### config.mk
export PLATFORM = sky130hd
export DESIGN_NAME = interlocked_shot_sequencer_flat
export DESIGN_NICKNAME = d
export VERILOG_FILES = /design/src/sv/iss_pkg.sv /design/src/sv/iss_if.sv /design/src/sv/iss_step.sv /design/src/sv/interlocked_shot_sequencer.sv /design/src/flat_wrapper.sv
export SDC_FILE = /design/constraint.sdc
export NUM_CORES = 1
export LEC_CHECK = 0
export ABC_CLOCK_PERIOD_IN_PS = 6300
export BUFFER_PORTS_ARGS = -buffer_cell sky130_fd_sc_hd__buf_2
export CELL_PAD_IN_SITES_DETAIL_PLACEMENT = 0
export CELL_PAD_IN_SITES_GLOBAL_PLACEMENT = 1
export CORE_MARGIN = 2
export CORE_UTILIZATION = 40
export CTS_BUF_LIST = sky130_fd_sc_hd__clkbuf_16
export DETAILED_ROUTE_END_ITERATION = 10
export PLACE_DENSITY_LB_ADDON = 0.08
export SYNTH_ARGS = -nofsm -noshare
export SYNTH_HDL_FRONTEND = slang
export SYNTH_HIERARCHICAL = 1
export SYNTH_SLANG_ARGS = --single-unit
export TNS_END_PERCENT = 1
### constraint.sdc
create_clock -name clk -period 6.3 [get_ports clk]
set_input_delay 0.315 -clock clk [delete_from_list [all_inputs] [get_ports clk]]
set_output_delay 0.315 -clock clk [all_outputs]
set_load 0.005 [all_outputs]
### src/sv/iss_pkg.sv
package iss_pkg;

    localparam int CFG_W       = 16;
    localparam int CFG_INDEX_W = 3;

    // register indexes
    localparam logic [CFG_INDEX_W-1:0] REG_PREPARE  = 3'd0;
    localparam logic [CFG_INDEX_W-1:0] REG_HOLD     = 3'd1;
    localparam logic [CFG_INDEX_W-1:0] REG_RELEASE  = 3'd2;
    localparam logic [CFG_INDEX_W-1:0] REG_COOLDOWN = 3'd3;

    // command opcodes
    localparam logic [2:0] OP_TICK  = 3'd0;
    localparam logic [2:0] OP_ENA   = 3'd1;
    localparam logic [2:0] OP_ARM   = 3'd2;
    localparam logic [2:0] OP_FIRE  = 3'd3;
    localparam logic [2:0] OP_RESET = 3'd4;

    // phase codes
    localparam logic [2:0] PH_OFF     = 3'd0;
    localparam logic [2:0] PH_PREPARE = 3'd1;
    localparam logic [2:0] PH_HOLD    = 3'd2;
    localparam logic [2:0] PH_RELEASE = 3'd3;
    localparam logic [2:0] PH_FAULT   = 3'd4;

    localparam logic [13:0] DUTY_ON    = 14'd3000;
    localparam logic [6:0]  PERCENT_ON = 7'd30;

    localparam logic [15:0] RST_PREPARE  = 16'd10;
    localparam logic [15:0] RST_HOLD     = 16'd50;
    localparam logic [15:0] RST_RELEASE  = 16'd10;
    localparam logic [15:0] RST_COOLDOWN = 16'd100;

    typedef struct packed {
        logic [15:0] prepare_ticks;
        logic [15:0] hold_ticks;
        logic [15:0] release_ticks;
        logic [15:0] cooldown_ticks;
    } cfg_t;

    typedef struct packed {
        logic [2:0] opcode;
        logic       value;
        logic       drive_busy;
    } cmd_t;

    typedef struct packed {
        logic        enable;
        logic        arm;
        logic        fault;
        logic        lockout;
        logic        cooldown;
        logic [2:0]  phase;
        logic [15:0] phase_count;
        logic [15:0] cooldown_count;
        logic [7:0]  shot_count;
        logic        drive_on;
    } state_t;

    typedef struct packed {
        logic        accepted;
        logic [2:0]  phase;
        logic [13:0] drive_duty;
        logic [6:0]  output_percent;
        logic        is_enabled;
        logic        is_armed;
        logic        fault_flag;
        logic        lockout_flag;
        logic        cooling;
        logic [7:0]  shots;
        logic [15:0] cooldown_left;
    } result_t;

endpackage

### src/sv/iss_if.sv
interface iss_cmd_if;
    logic       valid;
    logic       ready;
    logic [2:0] opcode;
    logic       value;
    logic       drive_busy;

    modport source (output valid, output opcode, output value, output drive_busy,
                    input ready);
    modport sink (input valid, input opcode, input value, input drive_busy,
                  output ready);
endinterface

interface iss_res_if;
    logic        valid;
    logic        ready;
    logic        accepted;
    logic [2:0]  phase;
    logic [13:0] drive_duty;
    logic [6:0]  output_percent;
    logic        is_enabled;
    logic        is_armed;
    logic        fault_flag;
    logic        lockout_flag;
    logic        cooling;
    logic [7:0]  shots;
    logic [15:0] cooldown_left;

    modport source (output valid, output accepted, output phase, output drive_duty,
                    output output_percent, output is_enabled, output is_armed,
                    output fault_flag, output lockout_flag, output cooling,
                    output shots, output cooldown_left, input ready);
    modport sink (input valid, input accepted, input phase, input drive_duty,
                  input output_percent, input is_enabled, input is_armed,
                  input fault_flag, input lockout_flag, input cooling,
                  input shots, input cooldown_left, output ready);
endinterface

### src/sv/iss_step.sv
module iss_step (
    input  iss_pkg::cfg_t    cfg,
    input  iss_pkg::cmd_t    cmd,
    input  iss_pkg::state_t  cur,
    output iss_pkg::state_t  nxt,
    output iss_pkg::result_t res
);

    always_comb
    begin
        iss_pkg::state_t s;
        logic            acc;
        logic            stop;
        logic [15:0]     cnt_inc;
        s       = cur;
        acc     = 1'b0;
        stop    = 1'b0;
        cnt_inc = cur.phase_count + 16'd1;
        case (cmd.opcode)
            iss_pkg::OP_TICK:
            begin
                if (s.cooldown)
                begin
                    if (s.cooldown_count != 16'd0)
                    begin
                        s.cooldown_count = s.cooldown_count - 16'd1;
                    end
                    if (s.cooldown_count == 16'd0)
                    begin
                        s.cooldown = 1'b0;
                    end
                end
                if (cmd.drive_busy)
                begin
                    stop = 1'b1;
                    if (s.enable || s.arm || s.phase != iss_pkg::PH_OFF)
                    begin
                        s.fault       = 1'b1;
                        s.arm         = 1'b0;
                        s.lockout     = 1'b1;
                        s.phase       = iss_pkg::PH_FAULT;
                        s.phase_count = 16'd0;
                    end
                    s.drive_on = 1'b0;
                end
                else if (s.fault)
                begin
                    stop       = 1'b1;
                    s.phase    = iss_pkg::PH_FAULT;
                    s.drive_on = 1'b0;
                end
                else if (!s.enable)
                begin
                    stop          = 1'b1;
                    s.phase       = iss_pkg::PH_OFF;
                    s.phase_count = 16'd0;
                    s.drive_on    = 1'b0;
                end
                else
                begin
                    case (s.phase)
                        iss_pkg::PH_PREPARE:
                        begin
                            s.phase_count = cnt_inc;
                            if (cnt_inc >= cfg.prepare_ticks)
                            begin
                                s.phase_count = 16'd0;
                                s.phase       = iss_pkg::PH_HOLD;
                            end
                        end
                        iss_pkg::PH_HOLD:
                        begin
                            s.phase_count = cnt_inc;
                            if (cnt_inc >= cfg.hold_ticks)
                            begin
                                s.phase_count = 16'd0;
                                s.phase       = iss_pkg::PH_RELEASE;
                            end
                        end
                        iss_pkg::PH_RELEASE:
                        begin
                            s.phase_count = cnt_inc;
                            if (cnt_inc >= cfg.release_ticks)
                            begin
                                s.phase_count    = 16'd0;
                                s.phase          = iss_pkg::PH_OFF;
                                s.arm            = 1'b0;
                                s.lockout        = 1'b1;
                                s.cooldown       = 1'b1;
                                s.cooldown_count = cfg.cooldown_ticks;
                            end
                        end
                        iss_pkg::PH_OFF:
                        begin
                            s.phase = iss_pkg::PH_OFF;
                        end
                        default:
                        begin
                            // fault phase or unused code latches a fault
                            stop          = 1'b1;
                            s.fault       = 1'b1;
                            s.arm         = 1'b0;
                            s.lockout     = 1'b1;
                            s.phase       = iss_pkg::PH_FAULT;
                            s.phase_count = 16'd0;
                            s.drive_on    = 1'b0;
                        end
                    endcase
                    if (!stop)
                    begin
                        s.drive_on = s.arm && (s.phase == iss_pkg::PH_PREPARE ||
                                               s.phase == iss_pkg::PH_HOLD);
                    end
                end
            end
            iss_pkg::OP_ENA:
            begin
                s.enable = cmd.value;
                if (!cmd.value)
                begin
                    s.arm         = 1'b0;
                    s.phase       = iss_pkg::PH_OFF;
                    s.phase_count = 16'd0;
                    s.drive_on    = 1'b0;
                end
            end
            iss_pkg::OP_ARM:
            begin
                if (cmd.value && s.enable && !s.fault && !s.lockout &&
                    !s.cooldown && !cmd.drive_busy)
                begin
                    s.arm = 1'b1;
                end
                else
                begin
                    s.arm         = 1'b0;
                    s.phase       = iss_pkg::PH_OFF;
                    s.phase_count = 16'd0;
                    s.drive_on    = 1'b0;
                end
            end
            iss_pkg::OP_FIRE:
            begin
                if (s.enable && s.arm && !s.fault && !s.lockout && !s.cooldown &&
                    s.phase == iss_pkg::PH_OFF && !cmd.drive_busy)
                begin
                    s.phase       = iss_pkg::PH_PREPARE;
                    s.phase_count = 16'd0;
                    s.shot_count  = s.shot_count + 8'd1;
                    acc           = 1'b1;
                end
            end
            iss_pkg::OP_RESET:
            begin
                if (!cmd.drive_busy && !s.cooldown)
                begin
                    s.fault       = 1'b0;
                    s.lockout     = 1'b0;
                    s.arm         = 1'b0;
                    s.shot_count  = 8'd0;
                    s.phase       = iss_pkg::PH_OFF;
                    s.phase_count = 16'd0;
                    s.drive_on    = 1'b0;
                    acc           = 1'b1;
                end
            end
            default:
            begin
                s = cur;
            end
        endcase
        nxt                = s;
        res.accepted       = acc;
        res.phase          = s.phase;
        res.drive_duty     = s.drive_on ? iss_pkg::DUTY_ON : 14'd0;
        res.output_percent = s.drive_on ? iss_pkg::PERCENT_ON : 7'd0;
        res.is_enabled     = s.enable;
        res.is_armed       = s.arm;
        res.fault_flag     = s.fault;
        res.lockout_flag   = s.lockout;
        res.cooling        = s.cooldown;
        res.shots          = s.shot_count;
        res.cooldown_left  = s.cooldown_count;
    end

endmodule

### src/sv/interlocked_shot_sequencer.sv
// path: command register, combinational state update, result register
// throughput: one command word per cycle while results drain, set by the
//   combinational state update between the command and result registers
// reset: rst_n is asynchronous, active low; it clears all sequencer state and
//   both pipeline valids and loads the timing registers with their defaults
module interlocked_shot_sequencer (
    input  logic                                  clk,
    input  logic                                  rst_n,
    input  logic                                  cfg_we,
    input  logic [iss_pkg::CFG_INDEX_W-1:0]       cfg_index,
    input  logic [iss_pkg::CFG_W-1:0]             cfg_data,
    iss_cmd_if.sink                               cmd,
    iss_res_if.source                             res
);

    // timing registers
    iss_pkg::cfg_t    cfg_reg;

    // command register stage
    logic             in_full_reg;
    iss_pkg::cmd_t    in_word_reg;

    // sequencer state, updated once per command as it leaves the command register
    iss_pkg::state_t  state_reg;
    iss_pkg::state_t  state_next;

    // result register stage
    logic             out_full_reg;
    iss_pkg::result_t out_word_reg;
    iss_pkg::result_t out_word_next;

    logic             advance;

    // the command register moves on when the result slot is empty or being drained
    assign advance   = in_full_reg && (!out_full_reg || res.ready);
    assign cmd.ready = !in_full_reg || advance;

    always_ff @(posedge clk or negedge rst_n)
    begin
        if (!rst_n)
        begin
            cfg_reg.prepare_ticks  <= iss_pkg::RST_PREPARE;
            cfg_reg.hold_ticks     <= iss_pkg::RST_HOLD;
            cfg_reg.release_ticks  <= iss_pkg::RST_RELEASE;
            cfg_reg.cooldown_ticks <= iss_pkg::RST_COOLDOWN;
        end
        else if (cfg_we)
        begin
            case (cfg_index)
                iss_pkg::REG_PREPARE:  cfg_reg.prepare_ticks  <= cfg_data;
                iss_pkg::REG_HOLD:     cfg_reg.hold_ticks     <= cfg_data;
                iss_pkg::REG_RELEASE:  cfg_reg.release_ticks  <= cfg_data;
                iss_pkg::REG_COOLDOWN: cfg_reg.cooldown_ticks <= cfg_data;
                default:               cfg_reg <= cfg_reg;
            endcase
        end
    end

    // command capture
    always_ff @(posedge clk or negedge rst_n)
    begin
        if (!rst_n)
        begin
            in_full_reg <= 1'b0;
        end
        else if (cmd.ready)
        begin
            in_full_reg <= cmd.valid;
        end
    end

    always_ff @(posedge clk)
    begin
        if (cmd.valid && cmd.ready)
        begin
            in_word_reg.opcode     <= cmd.opcode;
            in_word_reg.value      <= cmd.value;
            in_word_reg.drive_busy <= cmd.drive_busy;
        end
    end

    iss_step u_step (
        .cfg (cfg_reg),
        .cmd (in_word_reg),
        .cur (state_reg),
        .nxt (state_next),
        .res (out_word_next)
    );

    // state and result commit together
    always_ff @(posedge clk or negedge rst_n)
    begin
        if (!rst_n)
        begin
            state_reg    <= '0;
            out_full_reg <= 1'b0;
        end
        else
        begin
            if (advance)
            begin
                state_reg <= state_next;
            end
            if (advance)
            begin
                out_full_reg <= 1'b1;
            end
            else if (res.ready)
            begin
                out_full_reg <= 1'b0;
            end
        end
    end

    always_ff @(posedge clk)
    begin
        if (advance)
        begin
            out_word_reg <= out_word_next;
        end
    end

    assign res.valid          = out_full_reg;
    assign res.accepted       = out_word_reg.accepted;
    assign res.phase          = out_word_reg.phase;
    assign res.drive_duty     = out_word_reg.drive_duty;
    assign res.output_percent = out_word_reg.output_percent;
    assign res.is_enabled     = out_word_reg.is_enabled;
    assign res.is_armed       = out_word_reg.is_armed;
    assign res.fault_flag     = out_word_reg.fault_flag;
    assign res.lockout_flag   = out_word_reg.lockout_flag;
    assign res.cooling        = out_word_reg.cooling;
    assign res.shots          = out_word_reg.shots;
    assign res.cooldown_left  = out_word_reg.cooldown_left;

`ifndef NO_ASSERTIONS
    // drive only runs in prepare or hold
    assert property (@(posedge clk) disable iff (!rst_n)
        state_reg.drive_on |-> (state_reg.phase == iss_pkg::PH_PREPARE ||
                                state_reg.phase == iss_pkg::PH_HOLD))
        else $error("drive on outside prepare or hold");

    // a latched fault always carries the lockout
    assert property (@(posedge clk) disable iff (!rst_n)
        state_reg.fault |-> state_reg.lockout)
        else $error("fault without lockout");

    // a stalled command stays in its register
    assert property (@(posedge clk) disable iff (!rst_n)
        (in_full_reg && !advance) |=> in_full_reg)
        else $error("stalled command word dropped");

    // duty and percent agree in every result word
    assert property (@(posedge clk) disable iff (!rst_n)
        out_full_reg |-> ((out_word_reg.drive_duty != 14'd0) ==
                          (out_word_reg.output_percent != 7'd0)))
        else $error("duty and percent disagree");
`endif

endmodule

### src/flat_wrapper.sv
// flat-port wrapper written by rule: the top's interface ports become plain ports
module interlocked_shot_sequencer_flat 
  (clk, rst_n, cfg_we, cfg_index, cfg_data, cmd_valid, cmd_opcode, cmd_value, cmd_drive_busy, cmd_ready, res_valid, res_accepted, res_phase, res_drive_duty, res_output_percent, res_is_enabled, res_is_armed, res_fault_flag, res_lockout_flag, res_cooling, res_shots, res_cooldown_left, res_ready);
  iss_cmd_if cmd_i ();
  iss_res_if res_i ();
  input  logic clk;
  input  logic rst_n;
  input  logic cfg_we;
  input  logic [iss_pkg::CFG_INDEX_W-1:0] cfg_index;
  input  logic [iss_pkg::CFG_W-1:0] cfg_data;
  input wire logic [$bits(cmd_i.valid)-1:0] cmd_valid;
  input wire logic [$bits(cmd_i.opcode)-1:0] cmd_opcode;
  input wire logic [$bits(cmd_i.value)-1:0] cmd_value;
  input wire logic [$bits(cmd_i.drive_busy)-1:0] cmd_drive_busy;
  output wire logic [$bits(cmd_i.ready)-1:0] cmd_ready;
  output wire logic [$bits(res_i.valid)-1:0] res_valid;
  output wire logic [$bits(res_i.accepted)-1:0] res_accepted;
  output wire logic [$bits(res_i.phase)-1:0] res_phase;
  output wire logic [$bits(res_i.drive_duty)-1:0] res_drive_duty;
  output wire logic [$bits(res_i.output_percent)-1:0] res_output_percent;
  output wire logic [$bits(res_i.is_enabled)-1:0] res_is_enabled;
  output wire logic [$bits(res_i.is_armed)-1:0] res_is_armed;
  output wire logic [$bits(res_i.fault_flag)-1:0] res_fault_flag;
  output wire logic [$bits(res_i.lockout_flag)-1:0] res_lockout_flag;
  output wire logic [$bits(res_i.cooling)-1:0] res_cooling;
  output wire logic [$bits(res_i.shots)-1:0] res_shots;
  output wire logic [$bits(res_i.cooldown_left)-1:0] res_cooldown_left;
  input wire logic [$bits(res_i.ready)-1:0] res_ready;
  assign cmd_i.valid = cmd_valid;
  assign cmd_i.opcode = cmd_opcode;
  assign cmd_i.value = cmd_value;
  assign cmd_i.drive_busy = cmd_drive_busy;
  assign cmd_ready = cmd_i.ready;
  assign res_valid = res_i.valid;
  assign res_accepted = res_i.accepted;
  assign res_phase = res_i.phase;
  assign res_drive_duty = res_i.drive_duty;
  assign res_output_percent = res_i.output_percent;
  assign res_is_enabled = res_i.is_enabled;
  assign res_is_armed = res_i.is_armed;
  assign res_fault_flag = res_i.fault_flag;
  assign res_lockout_flag = res_i.lockout_flag;
  assign res_cooling = res_i.cooling;
  assign res_shots = res_i.shots;
  assign res_cooldown_left = res_i.cooldown_left;
  assign res_i.ready = res_ready;
  interlocked_shot_sequencer u_core (.clk(clk), .rst_n(rst_n), .cfg_we(cfg_we), .cfg_index(cfg_index), .cfg_data(cfg_data), .cmd(cmd_i), .res(res_i));
endmodule
# After elaboration in Yosys (flattened, before gate mapping)
# Cells that the tools add are included.
# word_totals
mem_bits_rw	0
romBits	0
n_memories	0
reg_bits	174
word_cells	170
input_bits	29
latchBits	0
# classes
n_bitwise	0
n_reduce_logical	41
div_mod_pow	0
mul	0
shifts	0
n_lt_le_gt_ge	3
n_eq_ne	19
muxes	74
add_sub_neg	3
# ops
operator	n
2-to-1 mux 19 bit	9
2-to-1 mux 16 bit	9
one-hot mux 19 bit (5 select lines)	1
one-hot mux 16 bit (4 select lines)	1
greater-or-equal comparator 16 bit	3
2-to-1 mux 37 bit	1
2-to-1 mux 32 bit	1
2-to-1 mux 1 bit	30
2-to-1 mux 3 bit	8
== test 3 x 2 -> 1 bit (second input constant)	7
adder 16 x 1 -> 16 bit (second input constant)	1
zero test 16 bit	1
one-hot mux 8 bit (2 select lines)	1
nonzero test 16 bit	1
subtractor 16 x 1 -> 16 bit (second input constant)	1
logical AND 1 bit	15
== test 3 x 1 -> 1 bit (second input constant)	4
2-to-1 mux 12 bit	1
one-hot mux 3 bit (4 select lines)	1
zero test 3 bit	3
2-to-1 mux 9 bit	1
AND reduction 9 bit	1
adder 8 x 1 -> 8 bit (second input constant)	1
2-to-1 mux 4 bit	2
18 further kinds	36

# Logic depth before layout (Yosys ltp)
# logic_depth
word_depth	23
mapped_depth	16
ltp_nobuf	15

# By module
# Netlist, hierarchy kept.
# modules_own_cells
mod	cells_per_inst	area_per_inst_um2	seq_area_each_um2	n_inst
interlocked_shot_sequencer	309	6124.6	4662.0	1
iss_step	542	3540.9	0.0	1

# Worst setup path after synthesis
# OpenSTA, ideal clock, no wires.
# synth_timing
path_type	register to register
startpoint	register u_core/state_reg[25] in the netlist's numbering
endpoint	register u_core/state_reg[39] in the netlist's numbering
setup_time_ns	0.125
path_slack_ns	2.288
required_ns	6.175
stages_incl_launch_ff	16
arrival_ns	3.887
n_path_buf	0
period_less_slack_ns	4.012
path_cell_list	dfrtp_1 -> ha_1 -> nand3_1 -> nor3_1 -> and3_1 -> a31oi_1 -> or2_2 -> ha_1 -> and4_1 -> nand4_1 -> a221oi_1 -> nor4_1 -> o31ai_1 -> o21bai_1 -> nand2_1 -> mux2_2
# synth_rtl
element	line	rtl
start: declaration	interlocked_shot_sequencer.sv:24	iss_pkg::state_t state_reg;
start signal: assignment	interlocked_shot_sequencer.sv:102	state_reg <= state_next;

==> reports/results.ini <==
[run_status]
status=finished, final reports clean

[critical_path]
r2r_slack_ps=1420
path_common_cell=ha_1
path_cells=ha_1, nand3_1, nor3_1, and3_1, a31oi_1, or2_2, ha_1, and4_1, nand4_1, a221oi_1, nor4_1, o31ai_1, o21bai_1, nand2_1, mux2_2
worstSetupEndpointType=flip-flop
crit_path_end=u_core/state_reg[39]
crit_buf_inv=0
cp.required_ps=6610
worstSetupPathDepth=15
worst_path_max_delay_cell=o31ai_1
cp-start-kind=flip-flop
worstRegToRegCells=15
crit_type=flip-flop to flip-flop
worstPathArrival_ps=5190
rr_endpoint=u_core/state_reg[39]
r2r_start=u_core/state_reg[25]
path_max_fanout=11
crit_path_max_incr_delay_ps=950
crit_family=simple AND/OR/NAND/NOR gates
startpoint=u_core/state_reg[25]

[routing]
wirelength_um=22500
ant_nets=0
drt_iter0_markers=346
viasPerCell=5.35
dr_total_vias=6548
drtPass1Iterations=5
post-route-drc-count=0
drt-wirelength-per-cell_um=18.3

[clocking]
htreeDepth=4
clk_latency_ps=430
cts_buffers=17
clk_path_buf_depth=2
cts_setup_buffers=0
clk_pin_slew_ps=70
cts_tree=built
clock_sinks=174
root_buffer=clkbuf_16

[yosys]
synth.cell_area_um2=9670
netlist.area_leader.share=0.272
synthSimpleGateAreaFrac=0.116
synth_edf_count=59
synth-compound-area-share=0.110
avgSynthCellArea_um2=11.4
synth_cell_type_count=72
syn_inst=851
synth_top_area_cell=dfrtp_1
synth-xor-area-share=0.00997
synthTopCellsByArea=dfrtp_1 (27%), edfxtp_1 (18%), mux2_2 (13%), ha_1 (6.7%), buf_4 (4.2%)
synth_adder_area_share=0.0673
yosysWarnings=6
ys_ff_latch=174
ys.flop_type=dfrtp_1
ys_async_sr_fraction=0.661
synth_top_family_by_area=multiplexers
muxShareOfSynthArea=0.135
seq_area_frac_synth=0.482

[run]
cap_violations=0

[placed_design]
place_hpwl_um=16200
dpl_cell_area_um2=10000
io_buffers=84
place_congestion=0.873

[power]
ir_worst_vdd_uv=143
total_power_uw=2840
power_density_nw_per_um2=268
p_leak_uw=0.00490

[final_layout]
fillCellCount=2237
largest_reg_flops=64
fin_nets=973
fin_area_um2=10600
post-route-util=0.449
syn2layout_area_growth_pct=9.79
drive_gt1_frac=0.287

[grt]
met2_usage=0.291
grt-busiest-layer=met2
gr-usage-met3=0.0339
grt_max_degree=65
antenna_found_initial=1
grt-ovfl-total=0
grt_pass1_vias=6574
grt_usage=0.179
use_met1=0.243
grt_pass1_wl_um=36100

[hold_path]
hp-class=input port to flip-flop
hold_start=cmd_opcode[2]

[sta]
rsz0062_at_grt=no
fmax_mhz=205
fin_crit_sh=0.775
slew_viol_final=0
whs_ps=62.9
setup_viol=0
finalClockSkew_ps=14.1
setup_tns_ps=0
relSlewSlack=0.229
worstMarginPinSlew_ps=1160
hold_violations=0
fin_crit_ps=4880

[floorplanning]
design.core.area_um2=23600
ios=85
die_y_um=159
fp.dieW_um=159
rows=56
start_util=0.409
dieArea_um2=25400

[cell families after synthesis]
logic type | after synthesis
adders and majority gates | 52
and+or+nand+nor | 209
AOI/OAI and AO/OA | 151
buffers and inverters | 137
muxes | 116
xor gates and xnor gates | 11
DFF | 174
other | 1
[cell usage in the layout, fill, tap and decap left out, types with 12 or more instances in the layout]
cell and instances:
nand2_1 62, mux2_2 114, a21oi_1 34, clkbuf_16 18, o21ai_0 28, inv_1 62
dfrtp_1 105, buf_2 83, nand3_1 12, ha_1 52, edfxtp_1 59, nor2_1 37
nand2b_1 16
[metrics by stage]
stage | worst slack (ps) | instances
5_1_grt | 834 | 1225
2_1_floorplan | 2290 | 860
6_report | 1420 | 1225
3_3_place_gp | 1490 | 1190
4_1_cts | 1330 | 1223
3_5_place_dp | 1410 | 1190
[Yosys cell counts (4+ instances only)]
library cell and instances:
a211o_1 5, a211oi_1 6, a21o_1 10, a21oi_1 34, a221o_1 4, a311oi_1 4, a32o_1 6, and2_1 7
and3_1 7, and4_1 5, buf_2 12, buf_4 54, buf_6 5, clkbuf_1 6, dfrtp_1 105, dfstp_2 10
edfxtp_1 59, ha_1 52, inv_1 60, mux2_2 114, nand2_1 63, nand2b_1 16, nand3_1 12, nand4_1 8
nor2_1 37, nor3_1 10, nor4_1 5, o211ai_1 7, o21ai_0 28, o21ai_1 4, o221ai_1 5, o31ai_1 7
or2_2 5, or3_1 10, xnor2_1 5, xor2_1 6
[per-layer routing]
metal,wire length [um],share of wire,vias up
li1,-,-,3128
met1,10700,0.48,3243
met2,10600,0.47,145
met3,748,0.033,32
met4,441,0.020,0
met5,0,0,-
[layout make-up]
class | instances | area, um2 | share of cell area
diodes | 1 | 2.50 | 0.000236
clock buffers | 18 | 450 | 0.0424
clock inverters | 14 | 131 | 0.0124
inverters | 60 | 225 | 0.0212
multi-input cells | 549 | 4270 | 0.402
flip-flops and latches | 174 | 4660 | 0.439
well taps | 319 | 399 | 0.0376
repair buffers | 90 | 470 | 0.0443
[power by group]
| group | switching [uW] | internal, uW | leakage, uW |
|---|---|---|---|
| clock network | 479 | 577 | 0.000299 |
| registers | 82.2 | 1320 | 0.00203 |
| logic | 210 | 179 | 0.00256 |
[worst min-delay path by stage]
stage | depth (start not counted) | slack (ps) | end
finish | 1 | 60 | u_core/in_word_reg[4]
global route | 1 | 40 | u_core/in_word_reg[4]
CTS | 1 | 40 | u_core/in_word_reg[0]
detailed placement | 1 | 420 | u_core/in_full_reg
global placement | 1 | 410 | u_core/in_full_reg
floorplan | 0 | 20 | u_core/cfg_reg[0]
[repair_timing]
| action | 4_1_cts | 5_1_grt |
|---|---|---|
| endpoints found under the hold margin | 44 | 0 |
| gates resized for setup | 0 | 0 |
| hold buffers | 1 | 0 |
No activity file was read; power rests on OpenSTA's default activity.
